**src/hw/rtl/ft8enc_pkg.sv**
```systemverilog
// Package for the FT8 frame tone encoder: sizes, codes, state encoding,
// generator ROM, sync and Gray tables. No dependencies.
package ft8enc_pkg;

    localparam int MSG_BITS    = 77;
    localparam int CRC_W       = 14;
    localparam int INFO_BITS   = 91;
    localparam int PARITY_BITS = 83;
    localparam int CODE_BITS   = 174;
    localparam int CHUNKS      = 11;
    localparam int PAIRS       = 40;
    localparam int TONES       = 79;
    localparam logic [CRC_W-1:0] CRC_POLY = 14'h2757;

    typedef enum logic [3:0] {
        ST_IDLE   = 4'b0001,
        ST_PARITY = 4'b0010,
        ST_EMIT   = 4'b0100,
        ST_WAIT   = 4'b1000
    } state_t;

    typedef struct packed {
        logic       load_chunk;
        logic       restart;
        logic       finish_crc;
        logic       parity_step;
        logic [6:0] parity_row;
        logic       tone_load;
        logic [5:0] pair_index;
    } ctrl_cmd_t;

    function automatic logic [91:0] gen_row(input logic [6:0] row);
        logic [91:0] r;
        r = '0;
        unique case (row)
            7'd0:  r = 92'h8329ce11bf31eaf509f27fc;
            7'd1:  r = 92'h761c264e25c259335493132;
            7'd2:  r = 92'hdc265902fb277c6410a1bdc;
            7'd3:  r = 92'h1b3f417858cd2dd33ec7f62;
            7'd4:  r = 92'h09fda4fee04195fd034783a;
            7'd5:  r = 92'h077cccc11b8873ed5c3d48a;
            7'd6:  r = 92'h29b62afe3ca036f4fe1a9da;
            7'd7:  r = 92'h6054faf5f35d96d3b0c8c3e;
            7'd8:  r = 92'he20798e4310eed27884ae90;
            7'd9:  r = 92'h775c9c08e80e26ddae56318;
            7'd10: r = 92'hb0b811028c2bf997213487c;
            7'd11: r = 92'h18a0c9231fc60adf5c5ea32;
            7'd12: r = 92'h76471e8302a0721e01b12b8;
            7'd13: r = 92'hffbccb80ca8341fafb47b2e;
            7'd14: r = 92'h66a72a158f9325a2bf67170;
            7'd15: r = 92'hc4243689fe85b1c51363a18;
            7'd16: r = 92'h0dff739414d1a1b34b1c270;
            7'd17: r = 92'h15b48830636c8b99894972e;
            7'd18: r = 92'h29a89c0d3de81d665489b0e;
            7'd19: r = 92'h4f126f37fa51cbe61bd6b94;
            7'd20: r = 92'h99c47239d0d97d3c84e0940;
            7'd21: r = 92'h1919b75119765621bb4f1e8;
            7'd22: r = 92'h09db12d731faee0b86df6b8;
            7'd23: r = 92'h488fc33df43fbdeea4eafb4;
            7'd24: r = 92'h827423ee40b675f756eb5fe;
            7'd25: r = 92'habe197c484cb74757144a9a;
            7'd26: r = 92'h2b500e4bc0ec5a6d2bdbdd0;
            7'd27: r = 92'hc474aa53d70218761669360;
            7'd28: r = 92'h8eba1a13db3390bd6718cec;
            7'd29: r = 92'h753844673a27782cc42012e;
            7'd30: r = 92'h06ff83a145c37035a5c1268;
            7'd31: r = 92'h3b37417858cc2dd33ec3f62;
            7'd32: r = 92'h9a4a5a28ee17ca9c324842c;
            7'd33: r = 92'hbc29f465309c977e89610a4;
            7'd34: r = 92'h2663ae6ddf8b5ce2bb29488;
            7'd35: r = 92'h46f231efe457034c1814418;
            7'd36: r = 92'h3fb2ce85abe9b0c72e06fbe;
            7'd37: r = 92'hde87481f282c153971a0a2e;
            7'd38: r = 92'hfcd7ccf23c69fa99bba1412;
            7'd39: r = 92'hf0261447e9490ca8e474cec;
            7'd40: r = 92'h4410115818196f95cdd7012;
            7'd41: r = 92'h088fc31df4bfbde2a4eafb4;
            7'd42: r = 92'hb8fef1b6307729fb0a078c0;
            7'd43: r = 92'h5afea7acccb77bbc9d99a90;
            7'd44: r = 92'h49a7016ac653f65ecdc9076;
            7'd45: r = 92'h1944d085be4e7da8d6cc7d0;
            7'd46: r = 92'h251f62adc4032f0ee714002;
            7'd47: r = 92'h56471f8702a0721e00b12b8;
            7'd48: r = 92'h2b8e4923f2dd51e2d537fa0;
            7'd49: r = 92'h6b550a40a66f4755de95c26;
            7'd50: r = 92'ha18ad28d4e27fe92a4f6c84;
            7'd51: r = 92'h10c2e586388cb82a3d80758;
            7'd52: r = 92'hef34a41817ee02133db2eb0;
            7'd53: r = 92'h7e9c0c54325a9c15836e000;
            7'd54: r = 92'h3693e572d1fde4cdf079e86;
            7'd55: r = 92'hbfb2cec5abe1b0c72e07fbe;
            7'd56: r = 92'h7ee18230c583cccc57d4b08;
            7'd57: r = 92'ha066cb2fedafc9f52664126;
            7'd58: r = 92'hbb23725abc47cc5f4cc4cd2;
            7'd59: r = 92'hded9dba3bee40c59b5609b4;
            7'd60: r = 92'hd9a7016ac653e6decdc9036;
            7'd61: r = 92'h9ad46aed5f707f280ab5fc4;
            7'd62: r = 92'he5921c77822587316d7d3c2;
            7'd63: r = 92'h4f14da8242a8b86dca73352;
            7'd64: r = 92'h8b8b507ad467d4441df770e;
            7'd65: r = 92'h22831c9cf1169467ad04b68;
            7'd66: r = 92'h213b838fe2ae54c38ee7180;
            7'd67: r = 92'h5d926b6dd71f085181a4e12;
            7'd68: r = 92'h66ab79d4b29ee6e69509e56;
            7'd69: r = 92'h958148682d748a38dd68baa;
            7'd70: r = 92'hb8ce020cf069c32a723ab14;
            7'd71: r = 92'hf4331d6d461607e95752746;
            7'd72: r = 92'h6da23ba424b9596133cf9c8;
            7'd73: r = 92'ha636bcbc7b30c5fbeae67fe;
            7'd74: r = 92'h5cb0d86a07df654a9089a20;
            7'd75: r = 92'hf11f106848780fc9ecdd80a;
            7'd76: r = 92'h1fbb5364fb8d2c9d730d5ba;
            7'd77: r = 92'hfcb86bc70a50c9d02a5d034;
            7'd78: r = 92'ha534433029eac15f322e34c;
            7'd79: r = 92'hc989d9c7c3d3b8c55d75130;
            7'd80: r = 92'h7bb38b2f0186d46643ae962;
            7'd81: r = 92'h2644ebadeb44b9467d1f42c;
            7'd82: r = 92'h608cc857594bfbb55d69600;
            default: r = '0;
        endcase
        return r;
    endfunction

    function automatic logic [2:0] sync_tone(input logic [2:0] idx);
        logic [2:0] t;
        t = 3'd0;
        unique case (idx)
            3'd0: t = 3'd3;
            3'd1: t = 3'd1;
            3'd2: t = 3'd4;
            3'd3: t = 3'd0;
            3'd4: t = 3'd6;
            3'd5: t = 3'd5;
            3'd6: t = 3'd2;
            default: t = 3'd0;
        endcase
        return t;
    endfunction

    function automatic logic [2:0] gray_tone(input logic [2:0] trio);
        logic [2:0] t;
        t = 3'd0;
        unique case (trio)
            3'd0: t = 3'd0;
            3'd1: t = 3'd1;
            3'd2: t = 3'd3;
            3'd3: t = 3'd2;
            3'd4: t = 3'd5;
            3'd5: t = 3'd6;
            3'd6: t = 3'd4;
            3'd7: t = 3'd7;
            default: t = 3'd0;
        endcase
        return t;
    endfunction

endpackage

```
**src/hw/rtl/ft8enc_ctrl.sv**
```systemverilog
// Controller of the FT8 encoder: chunk counting, parity row sequencing and
// output pair handshake. Depends on ft8enc_pkg.
module ft8enc_ctrl
(
    input  logic                   clk,
    input  logic                   rst_n,
    input  logic                   in_valid,
    input  logic                   frame_start,
    output logic                   in_stall,
    input  logic                   out_stall,
    output logic                   out_valid,
    output logic                   out_last,
    output logic [3:0]             chunk_pos,
    output ft8enc_pkg::ctrl_cmd_t  cmd
);

    ft8enc_pkg::state_t state_reg, state_next;
    logic [3:0] count_reg, count_next;
    logic [6:0] row_reg, row_next;
    logic [5:0] pair_reg, pair_next;
    logic       ov_reg, ov_next;
    logic       last_reg, last_next;
    logic       take;

    assign in_stall  = (state_reg != ft8enc_pkg::ST_IDLE);
    assign take      = in_valid && !in_stall;
    assign chunk_pos = (frame_start || count_reg >= 4'(ft8enc_pkg::CHUNKS)) ? 4'd0 : count_reg;
    assign out_valid = ov_reg;
    assign out_last  = last_reg;

    always_comb
    begin
        state_next = state_reg;
        count_next = count_reg;
        row_next   = row_reg;
        pair_next  = pair_reg;
        ov_next    = ov_reg;
        last_next  = last_reg;
        cmd        = '0;
        cmd.parity_row = row_reg;
        cmd.pair_index = pair_reg;
        unique case (state_reg)
            ft8enc_pkg::ST_IDLE:
            begin
                if (take)
                begin
                    cmd.load_chunk = 1'b1;
                    cmd.restart    = (chunk_pos == 4'd0);
                    if (chunk_pos == 4'(ft8enc_pkg::CHUNKS - 1))
                    begin
                        count_next = 4'd0;
                        row_next   = 7'd0;
                        state_next = ft8enc_pkg::ST_PARITY;
                    end
                    else
                    begin
                        count_next = chunk_pos + 4'd1;
                    end
                end
            end
            ft8enc_pkg::ST_PARITY:
            begin
                if (row_reg == 7'd0)
                begin
                    cmd.finish_crc = 1'b1;
                    row_next = 7'd1;
                end
                else
                begin
                    cmd.parity_step = 1'b1;
                    cmd.parity_row  = row_reg - 7'd1;
                    if (row_reg == 7'(ft8enc_pkg::PARITY_BITS))
                    begin
                        pair_next  = 6'd0;
                        state_next = ft8enc_pkg::ST_EMIT;
                    end
                    else
                    begin
                        row_next = row_reg + 7'd1;
                    end
                end
            end
            ft8enc_pkg::ST_EMIT:
            begin
                cmd.tone_load = 1'b1;
                ov_next    = 1'b1;
                last_next  = (pair_reg == 6'(ft8enc_pkg::PAIRS - 1));
                state_next = ft8enc_pkg::ST_WAIT;
            end
            ft8enc_pkg::ST_WAIT:
            begin
                if (!out_stall)
                begin
                    ov_next = 1'b0;
                    if (last_reg)
                    begin
                        state_next = ft8enc_pkg::ST_IDLE;
                    end
                    else
                    begin
                        pair_next  = pair_reg + 6'd1;
                        cmd.pair_index = pair_reg + 6'd1;
                        cmd.tone_load  = 1'b1;
                        ov_next    = 1'b1;
                        last_next  = (pair_reg + 6'd1 == 6'(ft8enc_pkg::PAIRS - 1));
                    end
                end
            end
            default:
            begin
                state_next = ft8enc_pkg::ST_IDLE;
            end
        endcase
    end

    always_ff @(posedge clk or negedge rst_n)
    begin
        if (!rst_n)
        begin
            state_reg <= ft8enc_pkg::ST_IDLE;
            count_reg <= 4'd0;
            row_reg   <= 7'd0;
            pair_reg  <= 6'd0;
            ov_reg    <= 1'b0;
            last_reg  <= 1'b0;
        end
        else
        begin
            state_reg <= state_next;
            count_reg <= count_next;
            row_reg   <= row_next;
            pair_reg  <= pair_next;
            ov_reg    <= ov_next;
            last_reg  <= last_next;
        end
    end

endmodule

```
**config.mk**
```make
export PLATFORM = sky130hd
export DESIGN_NAME = ft8enc_ctrl
export DESIGN_NICKNAME = d
export VERILOG_FILES = /design/src/hw/rtl/ft8enc_pkg.sv /design/src/hw/rtl/ft8enc_ctrl.sv
export SDC_FILE = /design/constraint.sdc
export NUM_CORES = 1
export LEC_CHECK = 0
export BUFFER_PORTS_ARGS = -buffer_cell sky130_fd_sc_hd__buf_4
export CELL_PAD_IN_SITES_DETAIL_PLACEMENT = 0
export CELL_PAD_IN_SITES_GLOBAL_PLACEMENT = 1
export CORE_MARGIN = 1.5
export CORE_UTILIZATION = 44
export CTS_BUF_LIST = sky130_fd_sc_hd__clkbuf_4
export DETAILED_ROUTE_END_ITERATION = 12
export HOLD_SLACK_MARGIN = 0.1
export PLACE_DENSITY_LB_ADDON = 0.3
export SLEW_MARGIN = 20
export SYNTH_ARGS = -nofsm -noshare
export SYNTH_HDL_FRONTEND = slang
export SYNTH_SLANG_ARGS = --single-unit
```
**constraint.sdc**
```tcl
create_clock -name clk -period 2.37 [get_ports clk]
set_input_delay 0.1185 -clock clk [delete_from_list [all_inputs] [get_ports clk]]
set_output_delay 0.1185 -clock clk [all_outputs]
set_load 0.05 [all_outputs]
```
==> metrics.md <==
| Metric | Value |
|---|---|
| Initial Utilization | 45.5% |
| Clock Root Buffer | clkbuf_4 |
| Initial antenna violation count | 0 |
| Drt pass-1 iters | 4 |
| Yosys warns | 0 |
| Setup-failing EPs final | 0 |
| Post-synth EDFFs | 0 |
| Synth Area in XOR/XNOR | 2.41% |
| Reg-to-Reg Start | row_reg[0] |
| Initial DRC Count | 83 |
| FILL cells | 386 |
| Most frequent cells in the layout | buf_4 (39), dfrtp_1 (21), nand2_1 (16) |
| Setup CP Type | reg2out |
| Cells after Synth | 212 |
| Startpoint types | flop |
| Ant diodes | 0 |
| Max FFs per register | 7 |
| Relative slew margins | 75.7% |
| Worst setup EP type | output port |
| Clock-pin slew on the worst setup and hold paths | 0.14 ns |
| CTS tree | yes |
| Setup TNS | 0 ns |
| Worst Max-Slew Pin Slew | 0.359 ns |
| Syn-to-layout area delta | 19.3% |
| Synth area leaders | dfrtp_1 (30%), o21ai_0 (4.7%), ha_1 (4.1%), nand2_1 (3.5%), mux2_2 (3.1%) |
| Fin crit share | 93.2% |
| Worst IR Drop VDD | 0.000356 V |
| Footprint of the multi-input gates | 1130 µm² |
| Layout cells sized above 1 | 25.3% |
| Vias in the first global route | 1485 |
| HPWL after detailed placement | 2970 µm |
| Syn Nets | 223 |
| Post-synth top area share | 30.3% |
| DIE AREA | 4530 µm² |
| Post-synthesis simple-gate area fraction | 27.9% |
| Worst Hold Depth | 3 |
| Main synth FF type | dfrtp_1 |
| DIE WIDTH | 67.3 µm |
| H-Tree Depth | 1 |
| Final Hold Viols | 0 |
| Synthesized area per cell | 8.58 µm² |
| Total track usage | 19.4% |
| Avg Vias per Cell | 5.72 |
| Max Slew Vio Count | 0 |
| Leak | 1.07 nW |
| Maximum clock frequency | 453 MHz |
| Hold path start | in_valid |
| Period minus WS final | 2.21 ns |
| Number of remaining DRC errors | 0 |
| Count of cell types in the netlist | 53 |
| Largest family of logic cells by synthesized area | simple AND/OR/NAND/NOR gates |
| Routed Antenna Nets | 0 |
| RR Endpoint | row_reg[2] |
| Most common cell after layout, fill and taps aside | buf_4 |
| Global-route wire length before repair | 6800 µm |
| Clock sink count | 23 |
| WL per Instance | 13.8 µm |
| I/O Buffers | 29 |
| Clock Path Buffers | 2 |
| Power Density | 450 nW/µm² |
| Clock latency on the worst-skew pair | 0.32 ns |
| R2R cell count | 6 |
| Status | completed |
| Post-synth top area cell | dfrtp_1 |
| RSZ-0062 raised after global routing | no |
| WL final | 4020 µm |
| Seq/Total Area, Yosys | 31.7% |
| Asr flop ratio synth | 100% |
| Post-synthesis mux area share | 6.67% |
| DR vias | 1665 |
| Total grt overflow | 0 |
| Crit Path Max Fanout | 7 |
| Largest net degree at the start of global routing | 24 |
| Post-Syn Area | 1820 µm² |
| R2r setup slk | 0.46 ns |
| Nets | 253 |
| Register area | 578 µm² |
| Skew final | 0.0139 ns |
| Post-CTS Repair Setup Buffers | 0 |
| Io pins | 30 |
| Post-layout util | 54.2% |
| Power Total | 977 µW |
| Final GP Congestion | 0.945 |
| Max_cap viols | 0 |
| Hold WC Path Type | in2reg |
| Std cell rows | 23 |
| Post-synthesis adder-cell area fraction | 4.13% |
| Hold EP | count_reg[3] |
| Worst path required time | 2.25 ns |
| Chip height | 67.3 µm |
| Worst EP arrival | 2.09 ns |
| Cts bufs inserted | 3 |
| Std-Cell Core Area | 4000 µm² |
| Synthesized flop and latch total | 23 |
| Compound-Gate Fraction of Synth Area | 19.8% |
## cell type report
type                            instances  share of cell area [%]
Multi-Input combinational cell        159                    52.2
Tap cell                               50                    2.88
Timing Repair Buffer                   41                    14.4
Clock buffer                            4                    1.38
Inverter                               14                    2.42
Sequential cell                        23                    26.6
## metrics by stage
step / area [µm²] / hold WS, ns / worst slack, ns / std cells
after floorplan: 1830 / -0.177 / 0.0307 / 212
after detailed placement: 2100 / 0.0327 / 0.395 / 285
after CTS: 2150 / 0.184 / 0.0435 / 291
after global placement: 2100 / 0.0335 / 0.444 / 285
final: 2170 / 0.193 / 0.160 / 291
after global routing: 2170 / 0.196 / 0.0317 / 291
## power by group
| group | switching [mW] | internal (mW) |
|---|---|---|
| logic | 0.176 | 0.116 |
| clock network | 0.124 | 0.0773 |
| registers | 0.0654 | 0.418 |
## repair_timing
action	CTS	global route
gates resized for setup	0	5
hold buffers	2	0
endpoints found under the hold margin	25	0
endpoints found under the setup margin	0	9
## synth_stat cells (3+ instances only)
library cell / n
a21oi_1: 5
a32o_1: 5
and2_1: 3
and3_1: 8
and3b_1: 3
clkbuf_1: 11
dfrtp_1: 22
ha_1: 6
inv_1: 14
mux2_2: 5
mux2i_1: 5
nand2_1: 17
nand3_1: 9
nand4_1: 4
nor2_1: 12
nor2b_1: 6
nor3_1: 5
nor4_1: 3
o21ai_0: 17
o22ai_1: 6
xor2_1: 3
## logic make-up after synthesis
| family | Yosys count |
|---|---|
| AO/OA/AOI/OAI | 52 |
| XOR/XNOR | 5 |
| multiplexers | 11 |
| AND/OR/NAND/NOR | 85 |
| adder cells (fa/ha/maj) | 6 |
| buffers and inverters | 30 |
| flip-flops | 23 |
## how the worst max path moves through the flow
stage                       from          end  slack, ns  cells after the start
finish                row_reg[5]       cmd[7]       0.16                      7
floorplan               out_last       cmd[0]       0.03                      4
CTS                 state_reg[3]       cmd[0]       0.04                      6
global route          row_reg[5]       cmd[7]       0.03                      7
detailed placement  state_reg[1]   row_reg[0]       0.40                      4
global placement    state_reg[3]  pair_reg[4]       0.44                      6
## critical path: stages (launching register included)
cell	delay, ns
dfrtp_1	0.48
nor4_2	0.33
and3_1	0.26
inv_1	0.10
ha_1	0.27
nand2_1	0.04
o21ai_0	0.07
buf_4	0.22
## per-layer routing
metal,part of all wire [%],wire length [µm],track usage [%],vias to the layer above
met3,3.7,148,2.67,4
li1,-,-,-,834
met2,48,1910,31.6,39
met4,0.72,29,5.87,0
met1,48,1930,26.8,788
met5,0,0,0,-
Power figures use the tool's default switching activity.
